--- src/sv/bftm_mem.sv ---
// ----------------------------------------------------------------------------
// bftm_mem
// single-port-write, single-port-read synchronous ram with registered read data
// ----------------------------------------------------------------------------
module bftm_mem #(
  parameter int DEPTH = 16,
  parameter int WIDTH = 8,
  localparam int AW = $clog2(DEPTH)
) (
  input  logic             clk,
  input  logic             we,
  input  logic [AW-1:0]    waddr,
  input  logic [WIDTH-1:0] wdata,
  input  logic [AW-1:0]    raddr,
  output logic [WIDTH-1:0] rdata
);

  logic [WIDTH-1:0] mem [DEPTH];

  always_ff @(posedge clk) begin
    if (we) begin
      mem[waddr] <= wdata;
    end
  end

  always_ff @(posedge clk) begin
    rdata <= mem[raddr];
  end

endmodule

--- config.mk ---
export PLATFORM = sky130hd
export DESIGN_NAME = bftm_mem
export DESIGN_NICKNAME = d
export VERILOG_FILES = /design/src/sv/bftm_mem.sv
export SDC_FILE = /design/constraint.sdc
export NUM_CORES = 1
export LEC_CHECK = 0
export ABC_AREA = 1
export BUFFER_PORTS_ARGS = -buffer_cell sky130_fd_sc_hd__buf_4
export CORE_UTILIZATION = 55
export CTS_CLUSTER_DIAMETER = 150
export DETAILED_ROUTE_END_ITERATION = 8
export PLACE_DENSITY = 0.79
export SETUP_SLACK_MARGIN = 0.15
export SYNTH_ARGS = -nofsm -noshare
export SYNTH_HDL_FRONTEND = slang
export SYNTH_SLANG_ARGS = --single-unit
--- constraint.sdc ---
create_clock -name clk -period 1.2 [get_ports clk]
set_input_delay 0.24 -clock clk [delete_from_list [all_inputs] [get_ports clk]]
set_output_delay 0.24 -clock clk [all_outputs]
set_load 0.02 [all_outputs]
==> impl_metrics.env <==
export IMPL_synthAdderAreaFrac_pct=0
export IMPL_cts_setup_buffers=0
export IMPL_power_density_mw_per_mm2=1650
export IMPL_critical_path_slowest_cell="dfxtp_2"
export IMPL_synth_async_reset_ratio_pct=0
export IMPL_synth_avg_cell_area_um2=10.5
export IMPL_seq_area_frac_synth_pct=69.4
export IMPL_synth_warning_count=0
export IMPL_worst_pin_slew_ns=0.327
export IMPL_rsz0062_at_grt="true"
export IMPL_postPlaceCellArea_mm2=0.00628
export IMPL_synth_top_family_by_area="simple AND/OR/NAND/NOR gates"
export IMPL_netlist_area_leader_share_pct=66.7
export IMPL_synth_flop_cell="edfxtp_1"
export IMPL_clk_path_buf_depth=2
export IMPL_vdd_drop_max_mv=1.15
export IMPL_path_depth=1
export IMPL_synth_xor_area_share_pct=0
export IMPL_syn_nets=569
export IMPL_max_freq_mhz=798
export IMPL_outcome="finished with violations"
export IMPL_synth_largest_area_cell="edfxtp_1"
export IMPL_grt_pass1_wl_um=20000
export IMPL_fin_crit_sh_pct=104
export IMPL_r2r_end="rdata[5]$_DFF_P_"
export IMPL_firstDrtPassIters=7
export IMPL_drc=0
export IMPL_max_stage_delay_ns=0.36
export IMPL_synth_edff_count=128
export IMPL_cts_clk_slew_worst_paths_ns=0.06
export IMPL_fill_cells=692
export IMPL_start_kind="register"
export IMPL_num_vias=4009
export IMPL_syn_to_final_growth_pct=21.2
export IMPL_drive_gt1_share_pct=18.2
export IMPL_htreeDepth=4
export IMPL_core_mm2=0.0102
export IMPL_nNetsFinal=617
export IMPL_antenna_cells=0
export IMPL_synth_distinct_cells=12
export IMPL_r2r_slack_ns=0.20
export IMPL_skew_ns=0.00364
export IMPL_synthCells=551
export IMPL_grt_pass1_vias=3780
export IMPL_dp_slack_ns=-0.117
export IMPL_ys_top_cells_by_area="edfxtp_1, nand2_1, nand3_1"
export IMPL_gr_total_overflow=0
export IMPL_ios=26
export IMPL_cts_tree="built"
export IMPL_final_antenna_net_count=0
export IMPL_synth_compound_area_share_pct=0
export IMPL_dp_hpwl_um=7830
export IMPL_r2r_cells=6
export IMPL_synth_mux_area_share_pct=0
export IMPL_p_int_uw=9130
export IMPL_wl_per_cell_um=17.3
export IMPL_finalCriticalPeriod_ns=1.25
export IMPL_synth_simple_gate_area_share_pct=21.0
export IMPL_grt_max_degree=33
export IMPL_holdWs_ns=0.0422
export IMPL_violations="setup timing"
export IMPL_cts_root_buf="clkbuf_8"
export IMPL_die_area_mm2=0.0109
export IMPL_rows=37
export IMPL_crit_type="reg2out"
export IMPL_finalHoldViolCount=0
export IMPL_holdBufCountCts=0
export IMPL_synthTopCellsByCount="nand2_1, edfxtp_1, inv_1"
export IMPL_crit_end="rdata[2]"
export IMPL_cap_violations=0
export IMPL_insertion_delay_ns=0.53
export IMPL_path_buf_inv=1
export IMPL_wl_um=12900
export IMPL_end_kind="output port"
export IMPL_p_comb_share_pct=7.0
export IMPL_die_x_um=104
export IMPL_viasPerCell=5.37
export IMPL_start_util_pct=56.4
export IMPL_p_sw_share_pct=20.6
export IMPL_slew_viol_final=0
export IMPL_p_clk_share_pct=46.4
export IMPL_cp_startpoint="rdata[2]$_DFF_P_"
export IMPL_antenna_found_initial=0
export IMPL_p_leak_uw=0.00304
export IMPL_dieHeight_um=104
export IMPL_p_total_uw=11500
export IMPL_worstHoldPathType="in2reg"
export IMPL_setup_ws_ns=-0.0535
export IMPL_cp_top_family="flip-flops"
export IMPL_required_ns=0.96
export IMPL_final_area_mm2=0.00699
export IMPL_drtIter0Drc=371
export IMPL_setup_violations=7
export IMPL_numCtsBuffers=17
export IMPL_netlist_area_mm2=0.00577
export IMPL_slew_headroom_pct=78.2
export IMPL_ys_ff_latch=136
export IMPL_port_buffers=25
export IMPL_yosysMostFrequentCell="nand2_1"
export IMPL_crit_path_max_fanout=1
export IMPL_power_frac_seq_pct=46.6
export IMPL_track_usage_pct=25.4
export IMPL_worstPathArrival_ns=1.01
export IMPL_power_switching_uw=2380
export IMPL_crit_chain="buf_6"
export IMPL_clock_sinks=136
export IMPL_r2r_start="mem[10][5]$_DFFE_PP_"
export IMPL_gp_congestion=0.845
==> power groups by stage <==
stage	registers (uW)	logic, uW	clock network, uW
2_1_floorplan	5470	382	0
3_3_place_gp	5440	733	0
3_5_place_dp	5440	752	0
4_1_cts	5360	784	5380
5_1_grt	5360	875	5560
6_report	5360	811	5340
==> metal layers <==
| layer | up-vias | track usage, % | share of wire, % | wire length, um |
|---|---|---|---|---|
| met5 | - | 0 | 0 | 0 |
| met1 | 1860 | 33.0 | 40 | 5130 |
| met3 | 36 | 6.52 | 8.5 | 1100 |
| met2 | 246 | 39.8 | 48 | 6230 |
| li1 | 1867 | - | - | - |
| met4 | 0 | 13.1 | 3.4 | 443 |
==> kinds of logic after synthesis <==
| logic type | Yosys count |
|---|---|
| AND/OR/NAND/NOR | 289 |
| flip-flops | 136 |
| buffers and inverters | 126 |
==> per-stage QoR <==
step | util (%) | TNS (ns) | cells
2_1_floorplan | - | 0 | 551
3_3_place_gp | 61.4 | -3.69 | 716
3_5_place_dp | 61.4 | -5.73 | 716
4_1_cts | 67.8 | -0.231 | 747
5_1_grt | 68.3 | -0.296 | 747
6_report | 68.3 | -0.0808 | 747
==> layout make-up <==
cell class	instances	area, um^2	share of cell area, %
clock inverter	8	145	2.08
timing repair buffer	53	515	7.37
inverter	102	383	5.48
multi-input combinational	289	1300	18.5
sequential	136	4010	57.4
tap	136	170	2.43
clock buffer	23	467	6.68
==> worst register-to-register path: stages, from the launching register on <==
cell      delay, ns
edfxtp_1       0.37
inv_1          0.07
nand2_1        0.06
nand3_1        0.13
nand3_2        0.10
nand3_2        0.10
nand2_1        0.06
==> state kept, by name, summed over array words and instances (netlist names) <==
register  cells
mem         128
rdata         8
==> cell usage in the layout (no fill, tap or decap), drive strengths merged <==
master,n
edfxtp,128
inv,102
bufinv,4
dfxtp,8
nand3,97
clkbuf,23
clkinvlp,2
nor2,17
nand3b,2
clkinv,2
buf,53
nand2,173
==> timing repair <==
item                       CTS  global route
setup endpoints to repair    8            14
gates resized for setup     16            11
pin swaps                    0             2
==> worst min path at each step <==
| stage | depth (start not counted) | from | slack [ns] | endpoint |
|---|---|---|---|---|
| after floorplan | 0 | wdata[0] | 0.34 | mem[0][0]$_DFFE_PP_ |
| after global placement | 3 | raddr[3] | 0.56 | rdata[0]$_DFF_P_ |
| after detailed placement | 3 | raddr[3] | 0.56 | rdata[0]$_DFF_P_ |
| after CTS | 3 | raddr[3] | 0.004 | rdata[3]$_DFF_P_ |
| after global routing | 3 | raddr[3] | 0.03 | rdata[7]$_DFF_P_ |
| final | 3 | raddr[3] | 0.04 | rdata[0]$_DFF_P_ |
Power figures use the tool's default switching activity.
