$ cat src/sv/bftm_pkg.sv
// ----------------------------------------------------------------------------
// bftm_pkg
// shared types and codes of the eight-command tape machine: request codes,
// command characters, error codes, register map and the word structs
// ----------------------------------------------------------------------------
package bftm_pkg;

  localparam int PC_W    = 13;
  localparam int STK_W   = 12;
  localparam int ADDR_W  = 12;
  localparam int BYTE_W  = 8;
  localparam int ERR_W   = 3;
  localparam int REQ_W   = 2;
  localparam int PADDR_W = 2;
  localparam int PDATA_W = 32;

  // request codes
  localparam logic [REQ_W-1:0] REQ_LOAD  = 2'd0;
  localparam logic [REQ_W-1:0] REQ_START = 2'd1;
  localparam logic [REQ_W-1:0] REQ_STEP  = 2'd2;
  localparam logic [REQ_W-1:0] REQ_NONE  = 2'd3;

  // command characters
  localparam logic [BYTE_W-1:0] CH_RIGHT = 8'h3E;
  localparam logic [BYTE_W-1:0] CH_LEFT  = 8'h3C;
  localparam logic [BYTE_W-1:0] CH_INC   = 8'h2B;
  localparam logic [BYTE_W-1:0] CH_DEC   = 8'h2D;
  localparam logic [BYTE_W-1:0] CH_OUT   = 8'h2E;
  localparam logic [BYTE_W-1:0] CH_IN    = 8'h2C;
  localparam logic [BYTE_W-1:0] CH_OPEN  = 8'h5B;
  localparam logic [BYTE_W-1:0] CH_CLOSE = 8'h5D;

  // error codes
  localparam logic [ERR_W-1:0] ERR_NONE       = 3'd0;
  localparam logic [ERR_W-1:0] ERR_PAST_END   = 3'd1;
  localparam logic [ERR_W-1:0] ERR_BELOW_ZERO = 3'd2;
  localparam logic [ERR_W-1:0] ERR_UNMATCHED  = 3'd3;
  localparam logic [ERR_W-1:0] ERR_OVERFLOW   = 3'd4;

  // register map
  localparam logic [PADDR_W-1:0] REG_PROG_LEN = 2'd0;

  typedef struct packed {
    logic [REQ_W-1:0]  req_type;
    logic [ADDR_W-1:0] prog_addr;
    logic [BYTE_W-1:0] prog_char;
    logic [BYTE_W-1:0] in_byte;
    logic              in_eof;
  } bftm_in_t;

  typedef struct packed {
    logic              out_valid;
    logic [BYTE_W-1:0] out_byte;
    logic              input_taken;
    logic              halted;
    logic [ERR_W-1:0]  error_code;
    logic [PC_W-1:0]   pc_now;
  } bftm_out_t;

endpackage

$ cat src/sv/bftm_cfg.sv
// ----------------------------------------------------------------------------
// bftm_cfg
// apb register slave holding the program length register
// ----------------------------------------------------------------------------
module bftm_cfg
  import bftm_pkg::*;
(
  input  logic               clk,
  input  logic               rst_n,
  input  logic               psel,
  input  logic               penable,
  input  logic               pwrite,
  input  logic [PADDR_W-1:0] paddr,
  input  logic [PDATA_W-1:0] pwdata,
  output logic [PDATA_W-1:0] prdata,
  output logic               pready,
  output logic [PC_W-1:0]    prog_len
);

  logic [PC_W-1:0] prog_len_r;
  logic [PC_W-1:0] prog_len_nxt;

  always_comb begin
    prog_len_nxt = prog_len_r;
    if (psel && penable && pwrite && (paddr == REG_PROG_LEN)) begin
      prog_len_nxt = pwdata[PC_W-1:0];
    end
  end

  always_ff @(posedge clk) begin
    if (!rst_n) begin
      prog_len_r <= '0;
    end else begin
      prog_len_r <= prog_len_nxt;
    end
  end

  assign prdata   = (paddr == REG_PROG_LEN) ? {{(PDATA_W-PC_W){1'b0}}, prog_len_r} : '0;
  assign pready   = 1'b1;
  assign prog_len = prog_len_r;

endmodule

$ cat config.mk
export PLATFORM = sky130hd
export DESIGN_NAME = bftm_cfg
export DESIGN_NICKNAME = d
export VERILOG_FILES = /design/src/sv/bftm_pkg.sv /design/src/sv/bftm_cfg.sv
export SDC_FILE = /design/constraint.sdc
export NUM_CORES = 1
export LEC_CHECK = 0
export BUFFER_PORTS_ARGS = -buffer_cell sky130_fd_sc_hd__buf_2
export CORE_MARGIN = 3
export CORE_UTILIZATION = 25
export CTS_CLUSTER_DIAMETER = 80
export DETAILED_ROUTE_END_ITERATION = 10
export GPL_TIMING_DRIVEN = 0
export PLACE_DENSITY = 0.75
export SYNTH_ARGS = -nofsm -noshare
export SYNTH_HDL_FRONTEND = slang
export SYNTH_SLANG_ARGS = --single-unit
$ cat constraint.sdc
create_clock -name clk -period 1.1 [get_ports clk]
set_clock_uncertainty 0.15 [all_clocks]
set_input_delay 0.22 -clock clk [delete_from_list [all_inputs] [get_ports clk]]
set_output_delay 0.22 -clock clk [all_outputs]
set_load 0.03 [all_outputs]
==> results.toml <==
[status]
status = "complete, but fails checks"
violations = "negative setup slack"

[critical_path]
required_ns = 0.73
cp_slowest_cell = "nor2_4"
cp_top_family = "buffers and inverters"
path_class = "input pin to primary output"
critPathLaunch = "paddr[1]"
critical_path_buf_inv_count = 3
worstPathMaxFanout = 4
end_kind = "primary output"
critPathLaunchType = "input pin"
cp_slowest_stage_delay_ns = 0.17
worstPathCellList = "buf_8 > nor2_4 > buf_4 > and2_4 > buf_6"
crit_arrival_ns = 0.90
r2r-start = "prog_len[9]"

[die]
coreArea_um2 = 2880
die_h_um = 62.3
initial_core_util_pct = 27.6
num_rows = 19
ios = 85
die_w_um = 62.3
die_area_um2 = 3890

[placement]
dp_cells = 199
hpwl_mm = 1.49
portBuffers = 44
dp_slack_ns = -0.326
gp_congestion = 0.725

[global_routing]
overflow = 0
grt_start_max_net_pins = 11
top_usage_layer = "met2"
met1_usage_pct = 12.4
use_met3_pct = 1.80
gr-usage-met2_pct = 24.2
grt_pass1_vias = 778
antenna_found_initial = 0
grt_pass1_wl_mm = 3.74
grt_usage_pct = 12.2

[hold_path]
holdCritPathClass = "input pin to flip-flop"
min_from = "pwdata[7]"

[pwr]
combPwrFrac_pct = 28.5
ir_drop_uv = 311
swShare_pct = 31.1
netSwitchingPower_w = 0.000340
p_clk_share_pct = 27.4
p_seq_share_pct = 44.1
power_density_nw_per_um2 = 689
cellLeakagePower_nw = 0.805
power.internal_w = 0.000754

[yosys]
synth.ff_latch_count = 13
synth-seq-area-share_pct = 32.8
syn_area_per_cell_um2 = 8.35
yosysUniqueCellTypes = 13
synth_top_area_cell = "dfxtp_1"
yosys-top-cells-area = "dfxtp_1 33%, buf_4 19%, mux2i_1 16%"
synthCells = 95
yosysWarnings = 0
yosys.area.top_type_share_pct = 32.8
synthesis.area_um2 = 793

[clock_tree]
clk_latency_ns = 0.27
cts.clk_slew.worst_paths_ns = 0.08
htreeDepth = 1
root_buffer = "clkbuf_4"
hold_buffers = 0
cts_buffers = 3
max-clock-path-buffers = 2
numClockSinks = 13
cts_tree = "built"

[cells_and_area]
nets = 220
diodes = 0
final.fill_count = 263
largest_reg_flops = 13
synthToLayoutAreaGrowth_pct = 100
drive_above_1_share_pct = 65.0
finalNonFillerCells = 222

[routing]
drt-initial-drc-count = 12
via_count = 805
firstDrtPassIters = 4
routedWlPerCell_um = 10.9
avgViaCountPerCell = 3.63
drt_wl_total_mm = 2.43
drc_errors = 0
ant_nets = 0

[timing]
min_period_over_period_pct = 116
clock.fmax_mhz = 786
setup_viol = 37
slew_violations = 0
hold_violations = 0
fin_crit_ns = 1.27
setup_ws_ns = -0.172
fin_tns_setup_ns = -3.32
grt_setup_unrepaired = "yes"

[flow_run]
drv_cap = 0
[power by group through the flow]
stage | Combinational (W) | Sequential (W) | Clock [W]
finish | 0.000312 | 0.000482 | 0.000300
global route | 0.000334 | 0.000483 | 0.000336
CTS | 0.000289 | 0.000482 | 0.000316
detailed placement | 0.000258 | 0.000492 | 0
global placement | 0.000257 | 0.000492 | 0
floorplan | 0.000193 | 0.000504 | 0
[cell families (layout without fill, tap and decap cells)]
logic type | after synthesis | after routing | synth area share [%]
muxes | 13 | 13 | 16.4
buffers and inverters | 26 | 93 | 24.9
DFF | 13 | 13 | 32.8
other | 2 | 20 | 0.947
and+or+nand+nor | 41 | 41 | 24.9
[cells in the mapped netlist]
cell type	count
clkbuf_1	3
nand2_1	26
buf_4	20
conb_1	2
and4_1	1
and2_1	10
mux2i_1	13
buf_12	1
and2_2	3
nor2_2	1
buf_2	1
buf_6	1
dfxtp_1	13
[worst min-delay path, cell delays in order]
cell	delay, ns
buf_2	0.09
nand2_1	0.04
mux2i_1	0.05
[stage by stage]
stage,hold slack [ns],util [%],power [W],area [µm²]
finish,0.0232,55.2,0.00109,1590
global route,0.0193,55.2,0.00115,1590
CTS,0.0141,50.0,0.00109,1440
detailed placement,0.301,40.7,0.000750,1170
global placement,0.295,40.7,0.000749,1170
floorplan,0.205,-,0.000698,898
[layout by cell type, fill, tap and decap left out, drive strengths merged]
cell    instances
buf            86
clkbuf          7
and2           13
nor2            1
conb           20
and4            1
nand2          26
dfxtp          13
mux2i          13
[area by class of cell]
class | instances | area, µm² | area share (%)
buffer | 26 | 209 | 13.2
clock buffer | 4 | 26.3 | 1.66
multi-input combinational | 74 | 437 | 27.5
sequential | 13 | 277 | 17.4
tap | 42 | 52.6 | 3.31
timing repair buffer | 63 | 586 | 36.9
[path summary, 6_finish.rpt]
path,end,slack (ns),depth (start not counted)
max,prdata[12],-0.17,5
min,prog_len[7],0.02,3
max reg2reg,prog_len[9],0.14,4
min reg2reg,prog_len[3],0.32,2
[repair_timing]
item | 4_1_cts | 5_1_grt
gates cloned | 1 | 1
buffers inserted | 5 | 12
gates resized for setup | 66 | 10
setup endpoints to repair | 26 | 36
pin swaps | 7 | 8
[layer usage]
layer | share of wire, % | up-vias
met5 | 0 | -
met4 | 1.1 | 0
met3 | 4.9 | 2
met2 | 58 | 33
met1 | 36 | 344
li1 | - | 426
Note: power is estimated with default switching activity, not from simulation.
